**src/hw/rtl/brlr_pkg.sv**
```systemverilog
package brlr_pkg;

    // request kinds carried on the input tuser bit
    typedef enum logic
    {
        ACT_LOAD    = 1'b0,
        ACT_ADVANCE = 1'b1
    } action_t;

    // control word of one request held in a pipeline stage
    typedef struct packed
    {
        logic    valid;
        action_t action;
    } stage_ctl_t;

endpackage

```
**src/hw/rtl/bresenham_line_rasterizer_unit.sv**
```systemverilog
// Bresenham line rasterizer for all octants. A load request (tuser = 0) gives two
// endpoints; the block picks the axis with the larger span as the major axis (x on a
// tie), orders the endpoints so the major coordinate rises, and arms the error terms.
// Each advance request (tuser = 1) returns the next pixel from the low-major end, with
// tlast on the final one; an advance with no line armed, and every load, returns an
// all-zero result with tuser low. Exactly one result goes out per request, in order.
// Rate: one request per clock while the output is not stalled; each request is held
// in the input register, then its result in the result register. The rate is set by
// the line-state update (adds and compares per pixel) between those two registers;
// while a result waits at the output, the input register still takes one request.
module bresenham_line_rasterizer_unit
    import brlr_pkg::*;
#(
    parameter int COORD_BITS = 12
)
(
    input  logic                                     clk,
    input  logic                                     rst_n,
    input  logic                                     s_axis_tvalid,
    output logic                                     s_axis_tready,
    // x_start, y_start, x_end, y_end from bit 0 up, zero filled to whole bytes
    input  logic [((4*COORD_BITS+7)/8)*8-1:0]        s_axis_tdata,
    // action
    input  logic [0:0]                               s_axis_tuser,
    output logic                                     m_axis_tvalid,
    input  logic                                     m_axis_tready,
    // pixel_x, pixel_y from bit 0 up, zero filled to whole bytes
    output logic [((2*COORD_BITS+7)/8)*8-1:0]        m_axis_tdata,
    // pixel_valid
    output logic [0:0]                               m_axis_tuser,
    // line_last
    output logic                                     m_axis_tlast
);

    localparam int OUT_BITS = ((2*COORD_BITS+7)/8)*8;

    stage_ctl_t              setup_ctl;
    logic                    in_take;
    logic                    out_free;
    logic                    item_move;
    action_t                 in_action;

    logic [COORD_BITS-1:0]   major_start;
    logic [COORD_BITS-1:0]   minor_start;
    logic [COORD_BITS-1:0]   major_end;
    logic [COORD_BITS+2:0]   err_start;
    logic [COORD_BITS:0]     inc_keep;
    logic [COORD_BITS+1:0]   inc_step;
    logic                    minor_down;
    logic                    axes_swapped;

    logic [COORD_BITS-1:0]   pixel_x;
    logic [COORD_BITS-1:0]   pixel_y;
    logic                    pixel_valid;
    logic                    line_last;

    // the result slot frees when empty or being drained this cycle
    assign out_free      = !m_axis_tvalid || m_axis_tready;
    assign item_move     = setup_ctl.valid && out_free;
    assign s_axis_tready = !setup_ctl.valid || out_free;
    assign in_take       = s_axis_tvalid && s_axis_tready;
    assign in_action     = action_t'(s_axis_tuser[0]);

    // input register and endpoint ordering
    brlr_setup #(
        .COORD_BITS (COORD_BITS)
    ) u_setup (
        .clk          (clk),
        .rst_n        (rst_n),
        .in_take      (in_take),
        .in_action    (in_action),
        .in_x_start   (s_axis_tdata[COORD_BITS-1:0]),
        .in_y_start   (s_axis_tdata[2*COORD_BITS-1:COORD_BITS]),
        .in_x_end     (s_axis_tdata[3*COORD_BITS-1:2*COORD_BITS]),
        .in_y_end     (s_axis_tdata[4*COORD_BITS-1:3*COORD_BITS]),
        .item_move    (item_move),
        .ctl          (setup_ctl),
        .major_start  (major_start),
        .minor_start  (minor_start),
        .major_end    (major_end),
        .err_start    (err_start),
        .inc_keep     (inc_keep),
        .inc_step     (inc_step),
        .minor_down   (minor_down),
        .axes_swapped (axes_swapped)
    );

    // line state stepping and result register
    brlr_walk #(
        .COORD_BITS (COORD_BITS)
    ) u_walk (
        .clk          (clk),
        .rst_n        (rst_n),
        .item_move    (item_move),
        .action       (setup_ctl.action),
        .major_start  (major_start),
        .minor_start  (minor_start),
        .major_end    (major_end),
        .err_start    (err_start),
        .inc_keep     (inc_keep),
        .inc_step     (inc_step),
        .minor_down   (minor_down),
        .axes_swapped (axes_swapped),
        .out_take     (m_axis_tready),
        .out_valid    (m_axis_tvalid),
        .pixel_x      (pixel_x),
        .pixel_y      (pixel_y),
        .pixel_valid  (pixel_valid),
        .line_last    (line_last)
    );

    assign m_axis_tdata = OUT_BITS'({pixel_y, pixel_x});
    assign m_axis_tuser = pixel_valid;
    assign m_axis_tlast = line_last;

endmodule

```
**src/hw/rtl/brlr_setup.sv**
```systemverilog
module brlr_setup
    import brlr_pkg::*;
#(
    parameter int COORD_BITS = 12
)
(
    input  logic                    clk,
    input  logic                    rst_n,
    input  logic                    in_take,
    input  action_t                 in_action,
    input  logic [COORD_BITS-1:0]   in_x_start,
    input  logic [COORD_BITS-1:0]   in_y_start,
    input  logic [COORD_BITS-1:0]   in_x_end,
    input  logic [COORD_BITS-1:0]   in_y_end,
    input  logic                    item_move,
    output stage_ctl_t              ctl,
    output logic [COORD_BITS-1:0]   major_start,
    output logic [COORD_BITS-1:0]   minor_start,
    output logic [COORD_BITS-1:0]   major_end,
    output logic [COORD_BITS+2:0]   err_start,
    output logic [COORD_BITS:0]     inc_keep,
    output logic [COORD_BITS+1:0]   inc_step,
    output logic                    minor_down,
    output logic                    axes_swapped
);

    stage_ctl_t              ctl_reg;
    stage_ctl_t              ctl_next;
    logic [COORD_BITS-1:0]   xs_reg;
    logic [COORD_BITS-1:0]   ys_reg;
    logic [COORD_BITS-1:0]   xe_reg;
    logic [COORD_BITS-1:0]   ye_reg;

    logic [COORD_BITS:0]     dx;
    logic [COORD_BITS:0]     dy;
    logic [COORD_BITS:0]     dx_neg;
    logic [COORD_BITS:0]     dy_neg;
    logic [COORD_BITS-1:0]   adx;
    logic [COORD_BITS-1:0]   ady;
    logic [COORD_BITS-1:0]   dmaj;
    logic [COORD_BITS-1:0]   dmin;
    logic [COORD_BITS:0]     maj_raw;
    logic [COORD_BITS:0]     min_raw;
    logic                    reversed;

    always_comb
    begin
        ctl_next = ctl_reg;
        if (in_take)
        begin
            ctl_next.valid  = 1'b1;
            ctl_next.action = in_action;
        end
        else if (item_move)
        begin
            ctl_next.valid = 1'b0;
        end
    end

    always_ff @(posedge clk or negedge rst_n)
    begin
        if (!rst_n)
        begin
            ctl_reg <= '{valid: 1'b0, action: ACT_LOAD};
        end
        else
        begin
            ctl_reg <= ctl_next;
        end
    end

    always_ff @(posedge clk)
    begin
        if (in_take)
        begin
            xs_reg <= in_x_start;
            ys_reg <= in_y_start;
            xe_reg <= in_x_end;
            ye_reg <= in_y_end;
        end
    end

    // signed spans and their magnitudes, both axes side by side
    always_comb
    begin
        dx     = {1'b0, xe_reg} - {1'b0, xs_reg};
        dy     = {1'b0, ye_reg} - {1'b0, ys_reg};
        dx_neg = ~dx + 1'b1;
        dy_neg = ~dy + 1'b1;
        adx    = dx[COORD_BITS] ? dx_neg[COORD_BITS-1:0] : dx[COORD_BITS-1:0];
        ady    = dy[COORD_BITS] ? dy_neg[COORD_BITS-1:0] : dy[COORD_BITS-1:0];

        // equal spans keep x as the major axis
        axes_swapped = (adx < ady);
        maj_raw      = axes_swapped ? dy : dx;
        min_raw      = axes_swapped ? dx : dy;
        dmaj         = axes_swapped ? ady : adx;
        dmin         = axes_swapped ? adx : ady;
        reversed     = maj_raw[COORD_BITS];

        // ordering the endpoints flips the sign of the minor span
        minor_down = (min_raw != '0) && (min_raw[COORD_BITS] ^ reversed);

        if (reversed)
        begin
            major_start = axes_swapped ? ye_reg : xe_reg;
            minor_start = axes_swapped ? xe_reg : ye_reg;
            major_end   = axes_swapped ? ys_reg : xs_reg;
        end
        else
        begin
            major_start = axes_swapped ? ys_reg : xs_reg;
            minor_start = axes_swapped ? xs_reg : ys_reg;
            major_end   = axes_swapped ? ye_reg : xe_reg;
        end

        inc_keep  = {dmin, 1'b0};
        inc_step  = {1'b0, dmin, 1'b0} - {1'b0, dmaj, 1'b0};
        err_start = {2'b00, dmin, 1'b0} - {3'b000, dmaj};
    end

    assign ctl = ctl_reg;

endmodule

```
**src/hw/rtl/brlr_walk.sv**
```systemverilog
module brlr_walk
    import brlr_pkg::*;
#(
    parameter int COORD_BITS = 12
)
(
    input  logic                    clk,
    input  logic                    rst_n,
    input  logic                    item_move,
    input  action_t                 action,
    input  logic [COORD_BITS-1:0]   major_start,
    input  logic [COORD_BITS-1:0]   minor_start,
    input  logic [COORD_BITS-1:0]   major_end,
    input  logic [COORD_BITS+2:0]   err_start,
    input  logic [COORD_BITS:0]     inc_keep,
    input  logic [COORD_BITS+1:0]   inc_step,
    input  logic                    minor_down,
    input  logic                    axes_swapped,
    input  logic                    out_take,
    output logic                    out_valid,
    output logic [COORD_BITS-1:0]   pixel_x,
    output logic [COORD_BITS-1:0]   pixel_y,
    output logic                    pixel_valid,
    output logic                    line_last
);

    localparam int ERR_BITS = COORD_BITS + 3;

    // line state
    logic                    line_active_reg;
    logic                    line_active_next;
    logic [COORD_BITS-1:0]   major_pos_reg;
    logic [COORD_BITS-1:0]   major_pos_next;
    logic [COORD_BITS-1:0]   minor_pos_reg;
    logic [COORD_BITS-1:0]   minor_pos_next;
    logic [COORD_BITS-1:0]   major_stop_reg;
    logic [ERR_BITS-1:0]     error_acc_reg;
    logic [ERR_BITS-1:0]     error_acc_next;
    logic [COORD_BITS:0]     err_inc_keep_reg;
    logic [COORD_BITS+1:0]   err_inc_step_reg;
    logic                    minor_down_reg;
    logic                    axes_swapped_reg;

    // result register
    logic                    out_valid_reg;
    logic                    out_valid_next;
    logic [COORD_BITS-1:0]   pixel_x_reg;
    logic [COORD_BITS-1:0]   pixel_x_next;
    logic [COORD_BITS-1:0]   pixel_y_reg;
    logic [COORD_BITS-1:0]   pixel_y_next;
    logic                    pixel_valid_reg;
    logic                    pixel_valid_next;
    logic                    line_last_reg;
    logic                    line_last_next;

    logic                    do_load;
    logic                    do_step;
    logic                    err_not_pos;

    assign do_load     = item_move && (action == ACT_LOAD);
    assign do_step     = item_move && (action == ACT_ADVANCE) && line_active_reg;
    assign err_not_pos = error_acc_reg[ERR_BITS-1] || (error_acc_reg == '0);

    always_comb
    begin
        line_active_next = line_active_reg;
        major_pos_next   = major_pos_reg;
        minor_pos_next   = minor_pos_reg;
        error_acc_next   = error_acc_reg;
        pixel_x_next     = '0;
        pixel_y_next     = '0;
        pixel_valid_next = 1'b0;
        line_last_next   = 1'b0;

        if (do_load)
        begin
            line_active_next = 1'b1;
            major_pos_next   = major_start;
            minor_pos_next   = minor_start;
            error_acc_next   = err_start;
        end
        else if (do_step)
        begin
            pixel_valid_next = 1'b1;
            pixel_x_next     = axes_swapped_reg ? minor_pos_reg : major_pos_reg;
            pixel_y_next     = axes_swapped_reg ? major_pos_reg : minor_pos_reg;
            if (major_pos_reg == major_stop_reg)
            begin
                line_last_next   = 1'b1;
                line_active_next = 1'b0;
            end
            else
            begin
                if (err_not_pos)
                begin
                    error_acc_next = error_acc_reg + {2'b00, err_inc_keep_reg};
                end
                else
                begin
                    error_acc_next = error_acc_reg
                                   + {err_inc_step_reg[COORD_BITS+1], err_inc_step_reg};
                    minor_pos_next = minor_down_reg ? minor_pos_reg - 1'b1
                                                    : minor_pos_reg + 1'b1;
                end
                major_pos_next = major_pos_reg + 1'b1;
            end
        end

        if (item_move)
        begin
            out_valid_next = 1'b1;
        end
        else if (out_take)
        begin
            out_valid_next = 1'b0;
        end
        else
        begin
            out_valid_next = out_valid_reg;
        end
    end

    always_ff @(posedge clk or negedge rst_n)
    begin
        if (!rst_n)
        begin
            line_active_reg <= 1'b0;
            out_valid_reg   <= 1'b0;
        end
        else
        begin
            line_active_reg <= line_active_next;
            out_valid_reg   <= out_valid_next;
        end
    end

    always_ff @(posedge clk)
    begin
        major_pos_reg <= major_pos_next;
        minor_pos_reg <= minor_pos_next;
        error_acc_reg <= error_acc_next;
        if (do_load)
        begin
            major_stop_reg   <= major_end;
            err_inc_keep_reg <= inc_keep;
            err_inc_step_reg <= inc_step;
            minor_down_reg   <= minor_down;
            axes_swapped_reg <= axes_swapped;
        end
        if (item_move)
        begin
            pixel_x_reg     <= pixel_x_next;
            pixel_y_reg     <= pixel_y_next;
            pixel_valid_reg <= pixel_valid_next;
            line_last_reg   <= line_last_next;
        end
    end

    assign out_valid   = out_valid_reg;
    assign pixel_x     = pixel_x_reg;
    assign pixel_y     = pixel_y_reg;
    assign pixel_valid = pixel_valid_reg;
    assign line_last   = line_last_reg;

endmodule

```
**config.mk**
```make
export PLATFORM = sky130hd
export DESIGN_NAME = bresenham_line_rasterizer_unit
export DESIGN_NICKNAME = d
export VERILOG_FILES = /design/src/hw/rtl/brlr_pkg.sv /design/src/hw/rtl/bresenham_line_rasterizer_unit.sv /design/src/hw/rtl/brlr_setup.sv /design/src/hw/rtl/brlr_walk.sv
export SDC_FILE = /design/constraint.sdc
export NUM_CORES = 1
export LEC_CHECK = 0
export ABC_AREA = 0
export BUFFER_PORTS_ARGS = -buffer_cell sky130_fd_sc_hd__buf_4
export CAP_MARGIN = 25
export CORE_MARGIN = 2
export CORE_UTILIZATION = 56
export DETAILED_ROUTE_END_ITERATION = 12
export GPL_ROUTABILITY_DRIVEN = 0
export PLACE_DENSITY = 0.78
export SLEW_MARGIN = 30
export SYNTH_ARGS = -nofsm -noshare
export SYNTH_HDL_FRONTEND = slang
export SYNTH_SLANG_ARGS = --single-unit
```
**constraint.sdc**
```tcl
create_clock -name clk -period 7.2 [get_ports clk]
set_clock_uncertainty 0.15 [all_clocks]
set_input_delay 0.36 -clock clk [delete_from_list [all_inputs] [get_ports clk]]
set_output_delay 0.36 -clock clk [all_outputs]
set_load 0.1 [all_outputs]
```
* Yosys cells after proc, flatten, opt, wreduce, memory -nomap -nowiden
Index checks and enable logic that the tools add are counted.
Cells by class: $add $sub $neg 11, magnitude comparators 1, eq/ne operators 3, multiplexer cells 36, bitwise gates (word level) 5, reduce and logical (&&, ||, !) cells 21
Operator list (number):
- two-way mux 12 bit | 21
- two-way mux 15 bit | 4
- adder 12 x 1 -> 12 bit, second input constant | 4
- two-way mux 13 bit | 2
- subtractor 12 x 12 -> 13 bit | 2
- inverter 12 bit | 2
- adder 15 x 13 -> 15 bit | 1
- adder 15 bit | 1
- logical NOT 15 bit | 1
- subtractor 13 x 12 -> 14 bit | 1
- subtractor 13 x 13 -> 14 bit | 1
- nonzero test 13 bit | 1
- equality test 12 bit | 1
- less-than comparator 12 bit | 1
- subtractor 12 x 1 -> 12 bit, second input constant | 1
- two-way mux 1 bit | 9
- nonzero test 2 bit | 4
- logical AND 1 bit | 6
- != test 2 x 1 -> 1 bit, second input constant | 2
- AND reduction 2 bit | 2
- logical OR 1 bit | 3
- AND reduction 3 bit | 1
- logical NOT 1 bit | 2
- inverter 1 bit | 2
- 2 further kinds | 2
Word-level totals: register bits after elaboration 157, input port bits 53, output and inout bits 28, logic and storage cells 97

* Logic depth before layout (Yosys ltp)
depth after elaboration 8, depth in mapped cells 38, depth with buffers taken out 34

* By module
Synthesis repeated with hierarchy kept, for this count alone.
Unflattened totals: cells, all modules 1227, area, all modules 12019.0 µm²
Modules (own cells, without submodules):
- brlr_setup | times used 1, cells each 741, area each 6259.8 µm², seq. area each 1491.4 µm²
- brlr_walk | times used 1, cells each 482, area each 5721.7 µm², seq. area each 3233.1 µm²
- bresenham_line_rasterizer_unit | times used 1, cells each 4, area each 37.5 µm², seq. area each 0.0 µm²

* Least setup slack after synthesis
Ideal clock, no wire load.
path type register to register, start register u_setup.ys_reg[0], end register u_walk.error_acc_reg[12] (data pin), library setup time 329 ps, arrival 7217 ps, required time 6721 ps, setup slack -496 ps, stages on the path, launching flop included 37, buffers on the path 4, clock period less this slack 7696 ps, cell sequence edfxtp_1 > ha_1 > fa_1 > nand2b_1 > a211o_1 > a31oi_1 > a31oi_1 > or2_2 > clkbuf_1 > o21ai_0 > xor2_1 > ha_1 > nand2_1 > nor2_1 > and4_1 > o21ai_0 > nor3b_1 > or2_2 > a221o_2 > nand2_4 > buf_4 > buf_2 > clkbuf_1 > nor2_1 > a21oi_1 > inv_1 > fa_1 > inv_1 > a21o_1 > maj3_1 > nor3_1 > o31ai_1 > a21oi_1 > o211ai_1 > a31oi_1 > xnor2_1 > a21oi_1
On the way: word-level cells in the longest chain between the ends 8, elaborated cells between the ends (all ways) 9, classes of those cells add/sub: 3; order compare: 1; mux: 4; bitwise: 1
Ends and longest elaborated chain:
- start: declaration | RTL line brlr_setup.sv:30 | logic [COORD_BITS-1:0] ys_reg;
- start signal: assignment | RTL line brlr_setup.sv:77 | ys_reg <= in_y_start;
- subtractor 12 x 12 -> 13 bit * | RTL line brlr_setup.sv:87 | dy = {1'b0, ye_reg} - {1'b0, ys_reg};
- inverter 12 bit | RTL line brlr_setup.sv:89 | dy_neg = ~dy + 1'b1;
- adder 12 x 1 -> 12 bit | RTL line brlr_setup.sv:89
- two-way mux 12 bit * | RTL line brlr_setup.sv:91 | ady = dy[COORD_BITS] ? dy_neg[COORD_BITS-1:0] : dy[COORD_BITS-1:0];
- less-than comparator 12 bit | RTL line brlr_setup.sv:94 | axes_swapped = (adx < ady);
- two-way mux 12 bit, on equally long branches | RTL line brlr_setup.sv:98, brlr_setup.sv:97
- subtractor 13 x 12 -> 14 bit * | RTL line brlr_setup.sv:119 | err_start = {2'b00, dmin, 1'b0} - {3'b000, dmaj};
- two-way mux 15 bit * | RTL line brlr_walk.sv:75 | if (do_load)
- net u_walk.error_acc_next[12] | RTL line brlr_walk.sv:38 | logic [ERR_BITS-1:0] error_acc_next;
- end signal: assignment | RTL line brlr_walk.sv:141 | error_acc_reg <= error_acc_next;
- end: declaration | RTL line brlr_walk.sv:37 | logic [ERR_BITS-1:0] error_acc_reg;
Mark *: on every way through the listed nets, which the timed path passes. The rest lies on a longest branch. A chain may end at the register's enable or synchronous reset.

* Worst setup path in the final report
start register u_setup.ys_reg[0], end register u_walk.error_acc_reg[11] (data pin)
Same word-level chain as after synthesis.

==> results summary <==
The number of placement rows came out at 51. The clock latency on the worst-skew pair came out at 0.44 ns. Synthesis produced a netlist with a net count of 1257. The wire length of the first global-routing pass came out at 43.8 mm. After synthesis, the mean cell area works out to 9.97 um^2.

The total of warnings raised by yosys is 0. The die boundary width is 146 um. The per-cell via count in the routed design came out at 5.94.

The total overflow reported by the global router is 0. The met1 routing resource usage after global routing came out at 0.371. The worst slew margin relative to its limit came out at 0.411. The count of flip-flops with a built-in enable after synthesis came out at 152. In this run the worst hold path is classified as primary input to flip-flop.

On the critical path, the stage with the largest delay is an instance of sky130_fd_sc_hd__o21ai_0. The number of buffers and inverters on the critical path is 2. The data arrival time of the critical path is 7.04 ns. The detailed-placement wirelength estimate came out at 20.1 mm. The area of the core region came out at 0.0196 mm^2.

Entering global routing, the biggest net connects 50 pins. In the final routed layout, each cell accounts on average for 18.0 um. The post-layout net count came out at 1404. For this run, the slowest stage of the critical path takes 0.50 ns. The number of nets still failing antenna checks after routing is 0.

The share of layout cells above drive strength 1 came out at 0.194. The initial antenna violation count is 0. The detailed router's first-iteration violation count came out at 1047. Measured along the y axis, the die boundary spans 146 um.

Of the post-synthesis cell area, the dominant cell type holds 0.405. The internal power summed over all cells is 3.58 mW. The quantity of I/O buffers inserted on ports is 80. The share of total power dissipated in sequential elements is 0.229. The switching part of the total is 0.449. The final total negative setup slack is 0 ns. The flow ran to the end, and the final reports show no timing, DRC or antenna violations.

IR analysis of the VDD net gives a maximum drop of 0.000276 V. The initial cell density of the core came out at 0.575. The largest fanout on the critical path is 35. The CTS sink count is 156. During I/O placement, the number of pins put on the boundary was 81.

The share of power burned in combinational logic came out at 0.628. The shortest period the worst path allows is 7.00 ns. The flip-flop count of the largest register, all copies and words added is 15.

The synthesized instance count is 1130. For this block, the routed nets add up to 28.0 mm of wire. The area after detailed placement is 0.0122 mm^2. The number of global-route vias before repair came out at 8510.

The actual transition at the worst max-transition pin came out at 0.883 ns. The area growth from synthesis to layout is 21.0%. The setup path with the least slack is of type flip-flop to flip-flop.

Across all register-to-register paths, the minimum setup slack is 0.20 ns. The highest achievable clock rate is 143 MHz. The met3 usage in global routing is 0.0389. Clock tree synthesis selected as its root buffer the cell sky130_fd_sc_hd__clkbuf_16. sky130_fd_sc_hd__edfxtp_1 is the most common cell in the netlist. The via count of the routed design came out at 9233. The fraction of registers with async set/reset is 0.0256. The global routing usage on met2 came out at 0.415. The total global-route track usage is 0.259.

Synthesis inferred 156 register bits. In this design, the largest share of critical-path delay is due to compound AO/OA/AOI/OAI gates. STA classifies the critical path endpoint as a flip-flop. The dominant synthesized flop cell is sky130_fd_sc_hd__edfxtp_1. Setup violations remaining at the end of the flow were counted as 0. The unique cell type count in the Yosys netlist is 82.

The repair_antennas step left the layout with diodes totalling 0. The die area came out at 0.0213 mm^2. The largest total area in the synthesized netlist belongs to sky130_fd_sc_hd__edfxtp_1.

The fraction of the cycle the final worst path needs is 0.972. The number of pins exceeding their max-slew limit in the final report was 0. For the worst setup path, the data required time is 7.24 ns. The maximum level of the CTS H-tree is 4. The number of clock buffers added by TritonCTS is 17.

The global routing stage identified its most utilized layer as met2. The clock network power share came out at 0.144. The synthesized netlist occupies a cell area of 0.0113 mm^2. After routing the design area is 0.0136 mm^2. In this run the power density over the cells is 477 mW/mm^2.

The switching power summed over all nets came out at 2.92 mW. Ranked by instance count, the synthesized netlist is headed by sky130_fd_sc_hd__edfxtp_1, sky130_fd_sc_hd__nand2_1, sky130_fd_sc_hd__a21oi_1, sky130_fd_sc_hd__nor2_1, sky130_fd_sc_hd__ha_1. The count of final hold-check violations is 0.

The fraction of the yosys area taken by sequential cells came out at 0.414. The first detailed-routing pass ran for 6 iterations. No sink is reached through more buffers than the 2 on the longest clock path. In the post-synthesis netlist, the biggest area contributors are sky130_fd_sc_hd__edfxtp_1, sky130_fd_sc_hd__ha_1, sky130_fd_sc_hd__mux2i_1. The worst setup path is launched from a flip-flop.

Overall power consumption after layout is estimated at 6.50 mW. In this run the static leakage power is 5.57 nW. The clock-pin slew on the worst setup and hold paths came out at 0.07 ns. TritonCTS built the clock tree. The tool flagged a number of max-cap violations equal to 0. In the routed design, unresolved DRC markers number 0.
==> layout make-up <==
class                   count  area [um^2]
multi-input cells         862         6330
fillers                  1411         5950
flip-flops and latches    156         4660
repair buffers            175         1460
clock buffers              18          429
well taps                 265          332
inverters                  65          246
clock inverters            14          176
==> kinds of logic (layout without fill, tap and decap cells) <==
| group | Yosys count | after routing | synth area share |
|---|---|---|---|
| DFF | 156 | 156 | 0.414 |
| AOI/OAI and AO/OA | 273 | 273 | 0.156 |
| adders and majority gates | 76 | 76 | 0.0874 |
| muxes | 79 | 79 | 0.0854 |
| xor gates and xnor gates | 97 | 97 | 0.0767 |
| buffers and inverters | 112 | 272 | 0.0415 |
| and+or+nand+nor | 337 | 337 | 0.138 |
==> power groups by stage <==
stage	clock network (mW)	logic, mW	registers, mW
detailed placement	0	3.79	1.50
floorplan	0	2.89	1.56
finish	0.934	4.08	1.49
CTS	0.940	3.86	1.48
global route	0.974	4.43	1.51
global placement	0	3.69	1.50
==> metrics by stage <==
stage | instances | utilization | hold WS [ns] | setup slack (ns)
finish | 1555 | 0.696 | 0.0696 | 0.201
global route | 1555 | 0.696 | 0.0830 | -0.130
CTS | 1539 | 0.682 | 0.0626 | 0.0152
detailed placement | 1456 | 0.625 | 0.00779 | -0.00704
global placement | 1455 | 0.624 | 0.00811 | 0.305
floorplan | 1130 | - | -0.0856 | 0.0123
==> routing by layer <==
metal / vias up / wire [um] / part of all wire
met5: - / 0 / 0
met4: 0 / 584 / 0.021
met3: 60 / 2100 / 0.075
met2: 428 / 12900 / 0.46
met1: 4338 / 12400 / 0.44
li1: 4407 / - / -
==> final timing paths <==
| path | to | from | cells past startpoint |
|---|---|---|---|
| worst max-delay path | u_walk.error_acc_reg[11] | u_setup.ys_reg[0] | 27 |
| worst min-delay path | u_walk.out_valid | m_axis_tready | 3 |
| worst max register to register | u_walk.error_acc_reg[11] | u_setup.ys_reg[0] | 27 |
| worst min register to register | u_walk.out_valid | u_setup.ctl[1] | 1 |
| max in group asynchronous | u_walk.line_active_reg | rst_n | 2 |
| min in group asynchronous | u_setup.ctl[1] | rst_n | 2 |
==> worst register-to-register path, stage by stage (launching register included) <==
cell and delay, ns:
sky130_fd_sc_hd__edfxtp_1 0.41, sky130_fd_sc_hd__ha_2 0.21, sky130_fd_sc_hd__fa_2 0.37, sky130_fd_sc_hd__nand2b_4 0.18
sky130_fd_sc_hd__o31a_1 0.26, sky130_fd_sc_hd__nor3_2 0.19, sky130_fd_sc_hd__o211ai_1 0.14, sky130_fd_sc_hd__or2_2 0.34
sky130_fd_sc_hd__o31ai_2 0.22, sky130_fd_sc_hd__xnor2_1 0.16, sky130_fd_sc_hd__ha_1 0.37, sky130_fd_sc_hd__nand2_1 0.09
sky130_fd_sc_hd__nor2_2 0.11, sky130_fd_sc_hd__and4_1 0.24, sky130_fd_sc_hd__o21ai_0 0.10, sky130_fd_sc_hd__nor3b_1 0.16
sky130_fd_sc_hd__or2_2 0.32, sky130_fd_sc_hd__a221o_2 0.38, sky130_fd_sc_hd__nand2_4 0.13, sky130_fd_sc_hd__inv_4 0.08
sky130_fd_sc_hd__buf_4 0.25, sky130_fd_sc_hd__o21ai_0 0.50, sky130_fd_sc_hd__ha_1 0.40, sky130_fd_sc_hd__a31oi_1 0.29
sky130_fd_sc_hd__nand2_1 0.11, sky130_fd_sc_hd__a31oi_1 0.27, sky130_fd_sc_hd__o32ai_2 0.14, sky130_fd_sc_hd__a31o_1 0.20
==> what timing repair did <==
| item | 4_1_cts | 5_1_grt |
|---|---|---|
| setup endpoints to repair | 1 | 30 |
| pin swaps | 0 | 15 |
| setup buffers | 0 | 16 |
| hold endpoints to repair | 54 | 0 |
| hold buffers | 51 | 0 |
| resized for setup | 1 | 35 |
==> layout by cell type, fill, tap and decap left out, types with 10 or more instances in the layout <==
cell type	count
sky130_fd_sc_hd__nand2_1	116
sky130_fd_sc_hd__xnor2_1	49
sky130_fd_sc_hd__mux4_2	12
sky130_fd_sc_hd__or2_2	11
sky130_fd_sc_hd__dlygate4sd3_1	51
sky130_fd_sc_hd__a21o_1	14
sky130_fd_sc_hd__o21ai_0	53
sky130_fd_sc_hd__a21oi_1	91
sky130_fd_sc_hd__ha_1	67
sky130_fd_sc_hd__nor3_1	11
sky130_fd_sc_hd__nand2b_1	16
sky130_fd_sc_hd__clkbuf_16	17
sky130_fd_sc_hd__xor2_1	43
sky130_fd_sc_hd__buf_4	120
sky130_fd_sc_hd__edfxtp_1	152
sky130_fd_sc_hd__mux2i_1	49
sky130_fd_sc_hd__inv_1	63
sky130_fd_sc_hd__mux2_2	17
sky130_fd_sc_hd__nand3_1	28
sky130_fd_sc_hd__o21bai_1	10
sky130_fd_sc_hd__nor2_1	94
(Power assumes the default switching activity.)
